[src/rtl/core/multi_queue_ring_fifo_top_assert.svh]
// Assertion macros for the multi-queue ring FIFO.
`ifndef MULTI_QUEUE_RING_FIFO_TOP_ASSERT_SVH
`define MULTI_QUEUE_RING_FIFO_TOP_ASSERT_SVH

`ifndef ASSERT_OFF
// Implication checked in the same cycle.
`define MQRF_ASSERT(lbl, clk, rstn, ante, cons) \
  lbl: assert property (@(posedge clk) disable iff (!(rstn)) (ante) |-> (cons)) \
    else $error("mqrf check failed");
// Implication checked in the next cycle.
`define MQRF_ASSERT_NEXT(lbl, clk, rstn, ante, cons) \
  lbl: assert property (@(posedge clk) disable iff (!(rstn)) (ante) |=> (cons)) \
    else $error("mqrf check failed");
`else
`define MQRF_ASSERT(lbl, clk, rstn, ante, cons)
`define MQRF_ASSERT_NEXT(lbl, clk, rstn, ante, cons)
`endif

`endif

[src/rtl/core/mqrf_pkg.sv]
// Shared constants and types for the multi-queue ring FIFO.
package mqrf_pkg;

  localparam int QUEUE_DEPTH_DEF  = 16;
  localparam int PAYLOAD_BITS_DEF = 32;
  localparam int QUEUE_COUNT_DEF  = 6;

  localparam int QID_W   = 3;
  localparam int WORD_W  = 32;
  localparam int OCC_W   = 5;

  typedef enum logic {
    OP_PUSH = 1'b0,
    OP_POP  = 1'b1
  } op_t;

  typedef enum logic [1:0] {
    ST_OK      = 2'd0,
    ST_FULL    = 2'd1,
    ST_EMPTY   = 2'd2,
    ST_INVALID = 2'd3
  } status_t;

endpackage

[src/rtl/core/multi_queue_ring_fifo_top.sv]
// Multi-queue ring FIFO: several circular queues sharing one entry memory.
//
//   channel  | direction | handshake        | fields
//   in_      | input     | in_valid/in_stall | operation, queue_id, payload_in
//   out_     | output    | out_valid/out_stall | status, payload_out, occupancy
//
// One item per cycle while not stalled; each result appears in the cycle after
// its item is accepted; a popped word comes from the registered memory read.
// Read and write counters live in flops next to the memory and update at accept.
// Reset (synchronous, rst_n low) zeroes all counters; the memory is not cleared.
// A stalled result holds the output register and in_stall rises until it is taken.
`include "multi_queue_ring_fifo_top_assert.svh"

module multi_queue_ring_fifo_top
  import mqrf_pkg::*;
#(
  parameter int QUEUE_DEPTH  = QUEUE_DEPTH_DEF,
  parameter int PAYLOAD_BITS = PAYLOAD_BITS_DEF,
  parameter int QUEUE_COUNT  = QUEUE_COUNT_DEF
) (
  input  logic              clk,
  input  logic              rst_n,
  input  logic              in_valid,
  output logic              in_stall,
  input  logic              in_operation,
  input  logic [QID_W-1:0]  in_queue_id,
  input  logic [WORD_W-1:0] in_payload_in,
  output logic              out_valid,
  input  logic              out_stall,
  output logic [1:0]        out_status,
  output logic [WORD_W-1:0] out_payload_out,
  output logic [OCC_W-1:0]  out_occupancy
);

  localparam int CntMod     = 2 * QUEUE_DEPTH;
  localparam int CW         = $clog2(CntMod);
  localparam int SW         = $clog2(QUEUE_DEPTH);
  localparam int EntryCount = QUEUE_COUNT * QUEUE_DEPTH;
  localparam int AW         = (EntryCount > 1) ? $clog2(EntryCount) : 1;
  localparam int QIW        = (QUEUE_COUNT > 1) ? $clog2(QUEUE_COUNT) : 1;

  logic [PAYLOAD_BITS-1:0] store [EntryCount];
  logic [PAYLOAD_BITS-1:0] rd_data_r;

  logic [CW-1:0] wr_cnt_r [QUEUE_COUNT];
  logic [CW-1:0] rd_cnt_r [QUEUE_COUNT];

  logic          out_valid_r, out_valid_nxt;
  status_t       status_r, status_nxt;
  logic [CW-1:0] occ_r, occ_nxt;
  logic          pop_ok_r;

  logic          out_ready;
  logic          acc;
  logic          q_valid;
  logic [QIW-1:0] q_idx;
  logic [CW-1:0] wc, rc, len;
  logic          full, empty;
  op_t           op;
  logic          push_ok, pop_ok;
  logic [SW-1:0] slot;
  logic [AW-1:0] addr;
  logic [PAYLOAD_BITS-1:0] wr_data;

  function automatic logic [SW-1:0] slot_of(input logic [CW-1:0] cnt);
    logic [CW-1:0] s;
    s = (cnt >= CW'(QUEUE_DEPTH)) ? cnt - CW'(QUEUE_DEPTH) : cnt;
    return s[SW-1:0];
  endfunction

  function automatic logic [CW-1:0] cnt_inc(input logic [CW-1:0] cnt);
    return (cnt == CW'(CntMod - 1)) ? '0 : cnt + 1'b1;
  endfunction

  assign out_ready = !out_valid_r || !out_stall;
  assign in_stall  = !out_ready;
  assign acc       = in_valid && out_ready;

  assign op      = op_t'(in_operation);
  assign q_valid = (int'(in_queue_id) < QUEUE_COUNT);
  assign q_idx   = QIW'(in_queue_id);
  assign wc      = q_valid ? wr_cnt_r[q_idx] : '0;
  assign rc      = q_valid ? rd_cnt_r[q_idx] : '0;
  // modular difference; wraps correctly even when CntMod is 2**CW
  assign len     = (wc >= rc) ? wc - rc : wc - rc + CW'(CntMod);
  assign full    = (len >= CW'(QUEUE_DEPTH));
  assign empty   = (len == '0);

  assign push_ok = (op == OP_PUSH) && !full && q_valid;
  assign pop_ok  = (op == OP_POP) && !empty;

  assign slot    = slot_of((op == OP_PUSH) ? wc : rc);
  assign addr    = AW'(int'(q_idx) * QUEUE_DEPTH + int'(slot));
  assign wr_data = PAYLOAD_BITS'({{PAYLOAD_BITS{1'b0}}, in_payload_in});

  always_comb begin
    status_nxt = ST_OK;
    occ_nxt    = len;
    case (op)
      OP_PUSH: begin
        if (full) begin
          status_nxt = ST_FULL;
        end else if (!q_valid) begin
          status_nxt = ST_INVALID;
        end else begin
          occ_nxt = len + 1'b1;
        end
      end
      OP_POP: begin
        if (empty) begin
          status_nxt = ST_EMPTY;
        end else begin
          occ_nxt = len - 1'b1;
        end
      end
      default: status_nxt = ST_INVALID;
    endcase
    out_valid_nxt = out_ready ? in_valid : out_valid_r;
  end

  always_ff @(posedge clk) begin
    if (!rst_n) begin
      out_valid_r <= 1'b0;
      for (int i = 0; i < QUEUE_COUNT; i++) begin
        wr_cnt_r[i] <= '0;
        rd_cnt_r[i] <= '0;
      end
    end else begin
      out_valid_r <= out_valid_nxt;
      if (acc && push_ok) wr_cnt_r[q_idx] <= cnt_inc(wc);
      if (acc && pop_ok)  rd_cnt_r[q_idx] <= cnt_inc(rc);
    end
  end

  always_ff @(posedge clk) begin
    if (acc) begin
      status_r <= status_nxt;
      occ_r    <= occ_nxt;
      pop_ok_r <= pop_ok;
    end
  end

  // shared entry memory, at most one access per item
  always_ff @(posedge clk) begin
    if (acc && push_ok) store[addr] <= wr_data;
    if (acc && pop_ok)  rd_data_r <= store[addr];
  end

  assign out_valid       = out_valid_r;
  assign out_status      = status_r;
  assign out_payload_out = pop_ok_r ? WORD_W'({{WORD_W{1'b0}}, rd_data_r}) : '0;
  assign out_occupancy   = OCC_W'({{OCC_W{1'b0}}, occ_r});

  `MQRF_ASSERT(a_len_bound, clk, rst_n, in_valid && q_valid, len <= CW'(QUEUE_DEPTH))
  `MQRF_ASSERT(a_invalid_zero_occ, clk, rst_n, out_valid_r && status_r == ST_INVALID, occ_r == '0)
  `MQRF_ASSERT(a_full_not_pop, clk, rst_n, out_valid_r && status_r == ST_FULL, !pop_ok_r)
  `MQRF_ASSERT(a_pop_means_ok, clk, rst_n, out_valid_r && pop_ok_r, status_r == ST_OK)
  `MQRF_ASSERT_NEXT(a_pop_latch, clk, rst_n, acc && pop_ok, pop_ok_r && status_r == ST_OK)

endmodule

[config.mk]
export PLATFORM = sky130hd
export DESIGN_NAME = multi_queue_ring_fifo_top
export DESIGN_NICKNAME = d
export VERILOG_FILES = /design/src/rtl/core/mqrf_pkg.sv /design/src/rtl/core/multi_queue_ring_fifo_top.sv
export VERILOG_INCLUDE_DIRS = /design/src /design/src/rtl/core
export SDC_FILE = /design/constraint.sdc
export NUM_CORES = 2
export LEC_CHECK = 0
export BUFFER_PORTS_ARGS = -buffer_cell sky130_fd_sc_hd__buf_2
export CORE_ASPECT_RATIO = 0.5
export CORE_MARGIN = 3
export CORE_UTILIZATION = 40
export CTS_CLUSTER_SIZE = 25
export DETAILED_ROUTE_END_ITERATION = 10
export PLACE_DENSITY = 0.56
export SETUP_SLACK_MARGIN = 0.3
export SYNTH_ARGS = -nofsm -noshare
export SYNTH_HDL_FRONTEND = slang
export SYNTH_SLANG_ARGS = --single-unit
[constraint.sdc]
create_clock -name clk -period 7.2 [get_ports clk]
set_input_delay 0.72 -clock clk [delete_from_list [all_inputs] [get_ports clk]]
set_output_delay 0.72 -clock clk [all_outputs]
set_load 0.05 [all_outputs]
; After elaboration in Yosys (flattened, before gate mapping)
; Memory sizes are Yosys's and may differ from the RTL's. A register that Yosys moved wholly into a read port is not among the register bits.
; Cells that the tools add are included.
[classes]
mux = 29
reduce_logical = 15
order_cmp = 3
n_eq_ne = 2
n_bitwise = 1
add_sub_neg = 7
[ops]
columns = cell, n
row1 = $mux 5, 10
row2 = $mux 32, 1
row3 = $add 5x1->5 const B, 3
row4 = $eq 5x5->1 const B, 2
row5 = $ge 5x5->1 const B, 2
row6 = $mux 1, 10
row7 = $pmux 5 s2, 1
row8 = $reduce_or 5->1, 2
row9 = $add 7x4->7, 1
row10 = $logic_and 1x1->1, 6
row11 = $mux 2, 3
row12 = $mux 3, 2
row13 = $logic_not 1->1, 5
row14 = $logic_not 5->1, 1
row15 = $sub 5x1->5 const B, 1
row16 = $sub 5x5->5, 1
row17 = $mux 4, 1
row18 = $pmux 2 s2, 1
row19 = $sub 4x1->4 const B, 1
row20 = $lt 3x3->1 const B, 1
row21 = $logic_or 1x1->1, 1
row22 = $not 1->1, 1
[totals]
mem_count = 3
wordCells = 64
regBits = 9
inputBits = 40
ram_bits = 3132
out_inout_bits = 41
[mem_list]
columns = memory, words, word_bits, read_ports, rd_clocked_by_memory_dff, wr, line_no
row1 = store, 96, 32, 1, 1, 1, multi_queue_ring_fifo_top.sv:42  ; logic [PAYLOAD_BITS-1:0] store [EntryCount];
row2 = rd_cnt_r, 6, 5, 1, 0, 6, multi_queue_ring_fifo_top.sv:46  ; logic [CW-1:0] rd_cnt_r [QUEUE_COUNT];
row3 = wr_cnt_r, 6, 5, 1, 0, 6, multi_queue_ring_fifo_top.sv:45  ; logic [CW-1:0] wr_cnt_r [QUEUE_COUNT];

; Depth between registers and ports, before layout
[logic_depth]
word_depth = 13
depth_mapped = 18
ltp_nobuf = 14

; Least setup slack after synthesis
; OpenSTA, ideal clock, no wires.
[synth_timing]
kind = input to register
from = in in_queue_id[0]
to = mem store[70][0] (netlist name) (enable)
cell_stages = 18
slack_ns = 1.532
path_buffers = 5
setup_time_ns = 0.421
t_arrival_ns = 5.247
t_required_ns = 6.779
cell_sequence = buf_6 -> buf_2 -> mux2i_1 -> o22ai_1 -> o21bai_1 -> inv_1 -> ha_1 -> inv_1 -> fa_1 -> a21o_1 -> a21oi_1 -> xnor2_1 -> and4_1 -> clkbuf_1 -> clkbuf_1 -> nand3_1 -> clkbuf_1 -> nor2_1
[synth_between]
elab_chain_cells = 10
word_cells_on_any_way = 18
cone_classes = add/sub: 3 / order compare: 3 / mux: 6 / reduce/logical: 4 / memory: 2
[synth_rtl]
columns = item, line_no
row1 = start: declaration, multi_queue_ring_fifo_top.sv:26  ; input logic [QID_W-1:0] in_queue_id,
row2 = "$mem_v2 6x5, or another cell as far along", n/a
row3 = "$mux 5, on equally long branches", "multi_queue_ring_fifo_top.sv:82, multi_queue_ring_fifo_top.sv:83"
row4 = $sub 5x5->5, multi_queue_ring_fifo_top.sv:85  ; assign len = (wc >= rc) ? wc - rc : wc - rc + CW'(CntMod);
row5 = $ge 5x5->1, multi_queue_ring_fifo_top.sv:86  ; assign full = (len >= CW'(QUEUE_DEPTH));
row6 = $logic_not 1->1, multi_queue_ring_fifo_top.sv:89  ; assign push_ok = (op == OP_PUSH) && !full && q_valid;
row7 = $logic_and 1x1->1 (2 in a row), multi_queue_ring_fifo_top.sv:89
row8 = $logic_and 1x1->1, multi_queue_ring_fifo_top.sv:145  ; if (acc && push_ok) store[addr] <= wr_data;
row9 = $mux 1, multi_queue_ring_fifo_top.sv:145
row10 = $mux 1 (implied by the code), multi_queue_ring_fifo_top.sv:145
row11 = end: declaration, multi_queue_ring_fifo_top.sv:42
; Parallel ways exist; a longest one is shown, timed or not.

; Final worst setup path
[layout_timing]
from = in in_queue_id[0]
to = reg rd_data_r[25] (read register of store) (data pin)
[layout_between]
elab_chain_cells = 7
word_cells_on_any_way = 15
cone_classes = add/sub: 3 / order compare: 2 / mux: 4 / reduce/logical: 4 / memory: 2
[layout_rtl]
columns = item, line_no
row1 = branches (longest 7 deep; another with $add 7x4->7), n/a
row2 = end: declaration, multi_queue_ring_fifo_top.sv:43  ; logic [PAYLOAD_BITS-1:0] rd_data_r;
; Several ways; the timed one is not identified.
; A chain may end at the register's enable or synchronous reset.

==> run_results.csv <==
group,metric,value,unit
yosys,syn_nets,7088,
route,first_pass_iters,7,
route,vias_per_cell,6.04,
finish,fin_nets,7308,
clocking,cts_max_level,5,
yosys,synth_area_leaders,"edfxtp_1 (78%), mux2i_1 (7.4%), a32oi_1 (3.3%)",
yosys,synth-seq-cells,3173,
clocking,cts_tree,"yes",
route,first_iter_violations,9484,
finish,drive_gt1_share,12.9,%
clocking,cts_made_buffers,293,
worst_setup_path,endpoint_kind,"flip-flop",
worst_setup_path,reg2reg_to,"rd_data_r[25]",
clocking,postCtsSetupRepairBufs,0,
sta,setup_viol,0,
worst_setup_path,path_class,"in -> reg",
sta,tightest_slew,1380,ps
floorplanning,design.core.area,302000,sq um
floorplanning,row_count,142,
floorplanning,io_pins,81,
placed_design,portBuffers,80,
route,wl_per_cell,32.4,microns
route,drc,0,
sta,hold_viol_final,0,
sta,slew_headroom,7.27,%
route,ant_nets,0,
worst_setup_path,cp_max_fo,34,
yosys,syn_area_per_cell,17.4,sq um
pwr,pwr_density_cell,282,nW/um^2
clocking,cts_resized,0,
sta,timing.final.crit_share,85.4,%
yosys,synth-edff-count,3172,
yosys,async_flop_share,0,%
yosys,synth_top_cell_area_share,77.8,%
finish,syn2layout_area_growth,13.7,%
pwr,p_leak,45.4,nW
clocking,clkLatencyLatePin,880,ps
worst_hold_path,hold_class,"in -> reg",
clocking,root_buffer,"clkbuf_16",
worst_setup_path,cp-start-kind,"input port",
yosys,ys_seq_area_share,77.8,%
sta,fin_crit,6150,ps
route,routed_wl,374,mm
yosys,synth_cells,7036,
grt,antenna_found_initial,35,
sta,rsz0062_at_grt,"false",
floorplanning,die_x,788,microns
clocking,ctsLongestPathBuffers,4,
yosys,netlist_top_cells_count,"edfxtp_1 (3172), mux2i_1 (908), a32oi_1 (457)",
sta,finClkSkew,68.6,ps
worst_setup_path,r2r_setup_slack,1160,ps
sta,whs,68.0,ps
status,status,"completed",
sta,fmax,163,MHz
pwr,ir_drop,171,uV
yosys,synth-main-ff-cell,"edfxtp_1",
worst_setup_path,reg2reg_from,"rd_cnt_r[4][1]",
clocking,clk_pin_slew,60,ps
route,vias,69700,
worst_hold_path,whs_path_depth,2,
floorplanning,fp.dieArea,313000,sq um
worst_setup_path,arrival,6760,ps
clocking,clock_sinks,3173,
worst_setup_path,startpoint,"in_queue_id[0]",
sta,maxSlewViolCount,0,
worst_setup_path,ff2ff_path_depth,10,
floorplanning,floorplan.initialDensity,40.5,%
grt,grt_pass1_wl,520,mm
flow_run,drv_cap,0,
yosys,synthesis.area,122000,sq um
yosys,synth_top_area_cell,"edfxtp_1",
worst_setup_path,crit_path_end,"rd_data_r[25]",
yosys,ys_warn_count,0,
yosys,ys_types,63,
clocking,cts_hold_buf,0,
yosys,yosysMostFrequentCell,"edfxtp_1",
sta,setup_tns,0,ps
grt,grt_usage,23.2,%
grt,overflow,0,
placed_design,hpwl,223,mm
grt,grt_pass1_vias,66200,
floorplanning,chipHeight,397,microns
placed_design,gp_congestion,0.858,
grt,grt_max_degree,141,
finish,n_fill_cell,25700,
worst_setup_path,cp.required,7810,ps
## sequential cells by signal, summed over array words and instances (netlist names)
register       cells
wr_cnt_r          30
out_valid          1
out_occupancy      5
rd_cnt_r          30
rd_data_r         32
pop_ok_r           1
store           3072
out_status         2
## area by class of cell
type                       instances  area, sq um  area share, %
clock inverter                   146         1060          0.761
clock buffer                     359         7790           5.60
antenna                           41          103         0.0737
multi-input combinational       3336        25900           18.6
inverter                          20         75.1         0.0539
tap                             4032         5040           3.62
sequential                      3173        95300           68.4
timing repair buffer             432         3910           2.81
## cell families (layout without fill, tap and decap cells)
group	Yosys count	count (layout)	share of synthesized area, %
other	0	41	0
AO/OA/AOI/OAI	1561	1561	9.26
flip-flops	3173	3173	77.8
AND/OR/NAND/NOR	826	826	3.35
XOR/XNOR	15	15	0.107
multiplexers	922	922	7.55
buffers and inverters	527	957	1.79
adder cells (fa/ha/maj)	12	12	0.129
## worst min path at each step
stage | from | to | slack, ps
final | in_valid | out_valid | 70
after global routing | in_valid | out_valid | 30
after CTS | in_valid | out_valid | 5
after detailed placement | out_valid | out_valid | 610
after global placement | out_valid | out_valid | 580
after floorplan | store[52][0] | rd_data_r[0] | 810
## worst max-delay path, cell delays in order
cell and delay (ps):
buf_2 470, mux2_2 410, a222oi_1 1070, nand2_1 560, nand4_1 370, buf_12 280
buf_4 480, o22ai_1 130, nor4_1 1060, o311ai_0 650, a221o_1 500
## power breakdown
part | internal (mW) | switching (mW)
combinational | 1.05 | 2.73
clock | 8.17 | 6.80
sequential | 20.4 | 0.0549
total | 29.6 | 9.58
## metrics by stage
| stage | total power, mW | utilization (%) | area, sq um | instances | setup slack [ps] |
|---|---|---|---|---|---|
| after floorplan | 22.7 | - | 122000 | 7036 | 1530 |
| after detailed placement | 24.6 | 43.1 | 130000 | 11000 | 285 |
| after CTS | 39.3 | 46.0 | 139000 | 11500 | 1230 |
| after global placement | 24.5 | 43.1 | 130000 | 11000 | 78.8 |
| final | 39.2 | 46.1 | 139000 | 11500 | 1050 |
| after global routing | 40.3 | 46.1 | 139000 | 11500 | 924 |
## per-layer routing
layer | routed length [microns] | share of wire, % | track usage, % | vias to the layer above
met4 | 12700 | 3.4 | 7.37 | 4
met5 | 26 | 0.0069 | 0 | -
li1 | - | - | - | 29400
met3 | 38700 | 10 | 5.63 | 493
met1 | 162000 | 43 | 34.4 | 36300
met2 | 161000 | 43 | 33.6 | 3546
## cell usage in the layout, fill, tap and decap left out, drive strengths merged, types with 128 or more instances in the layout
| cell type | instances |
|---|---|
| edfxtp | 3172 |
| mux2i | 908 |
| a32oi | 457 |
| o22ai | 454 |
| buf | 432 |
| clkbuf | 359 |
| nand2 | 296 |
| and2 | 221 |
| o21ai | 199 |
| nor2 | 157 |
| a21oi | 135 |
| a41oi | 128 |
Note: power is estimated with default switching activity, not from simulation.
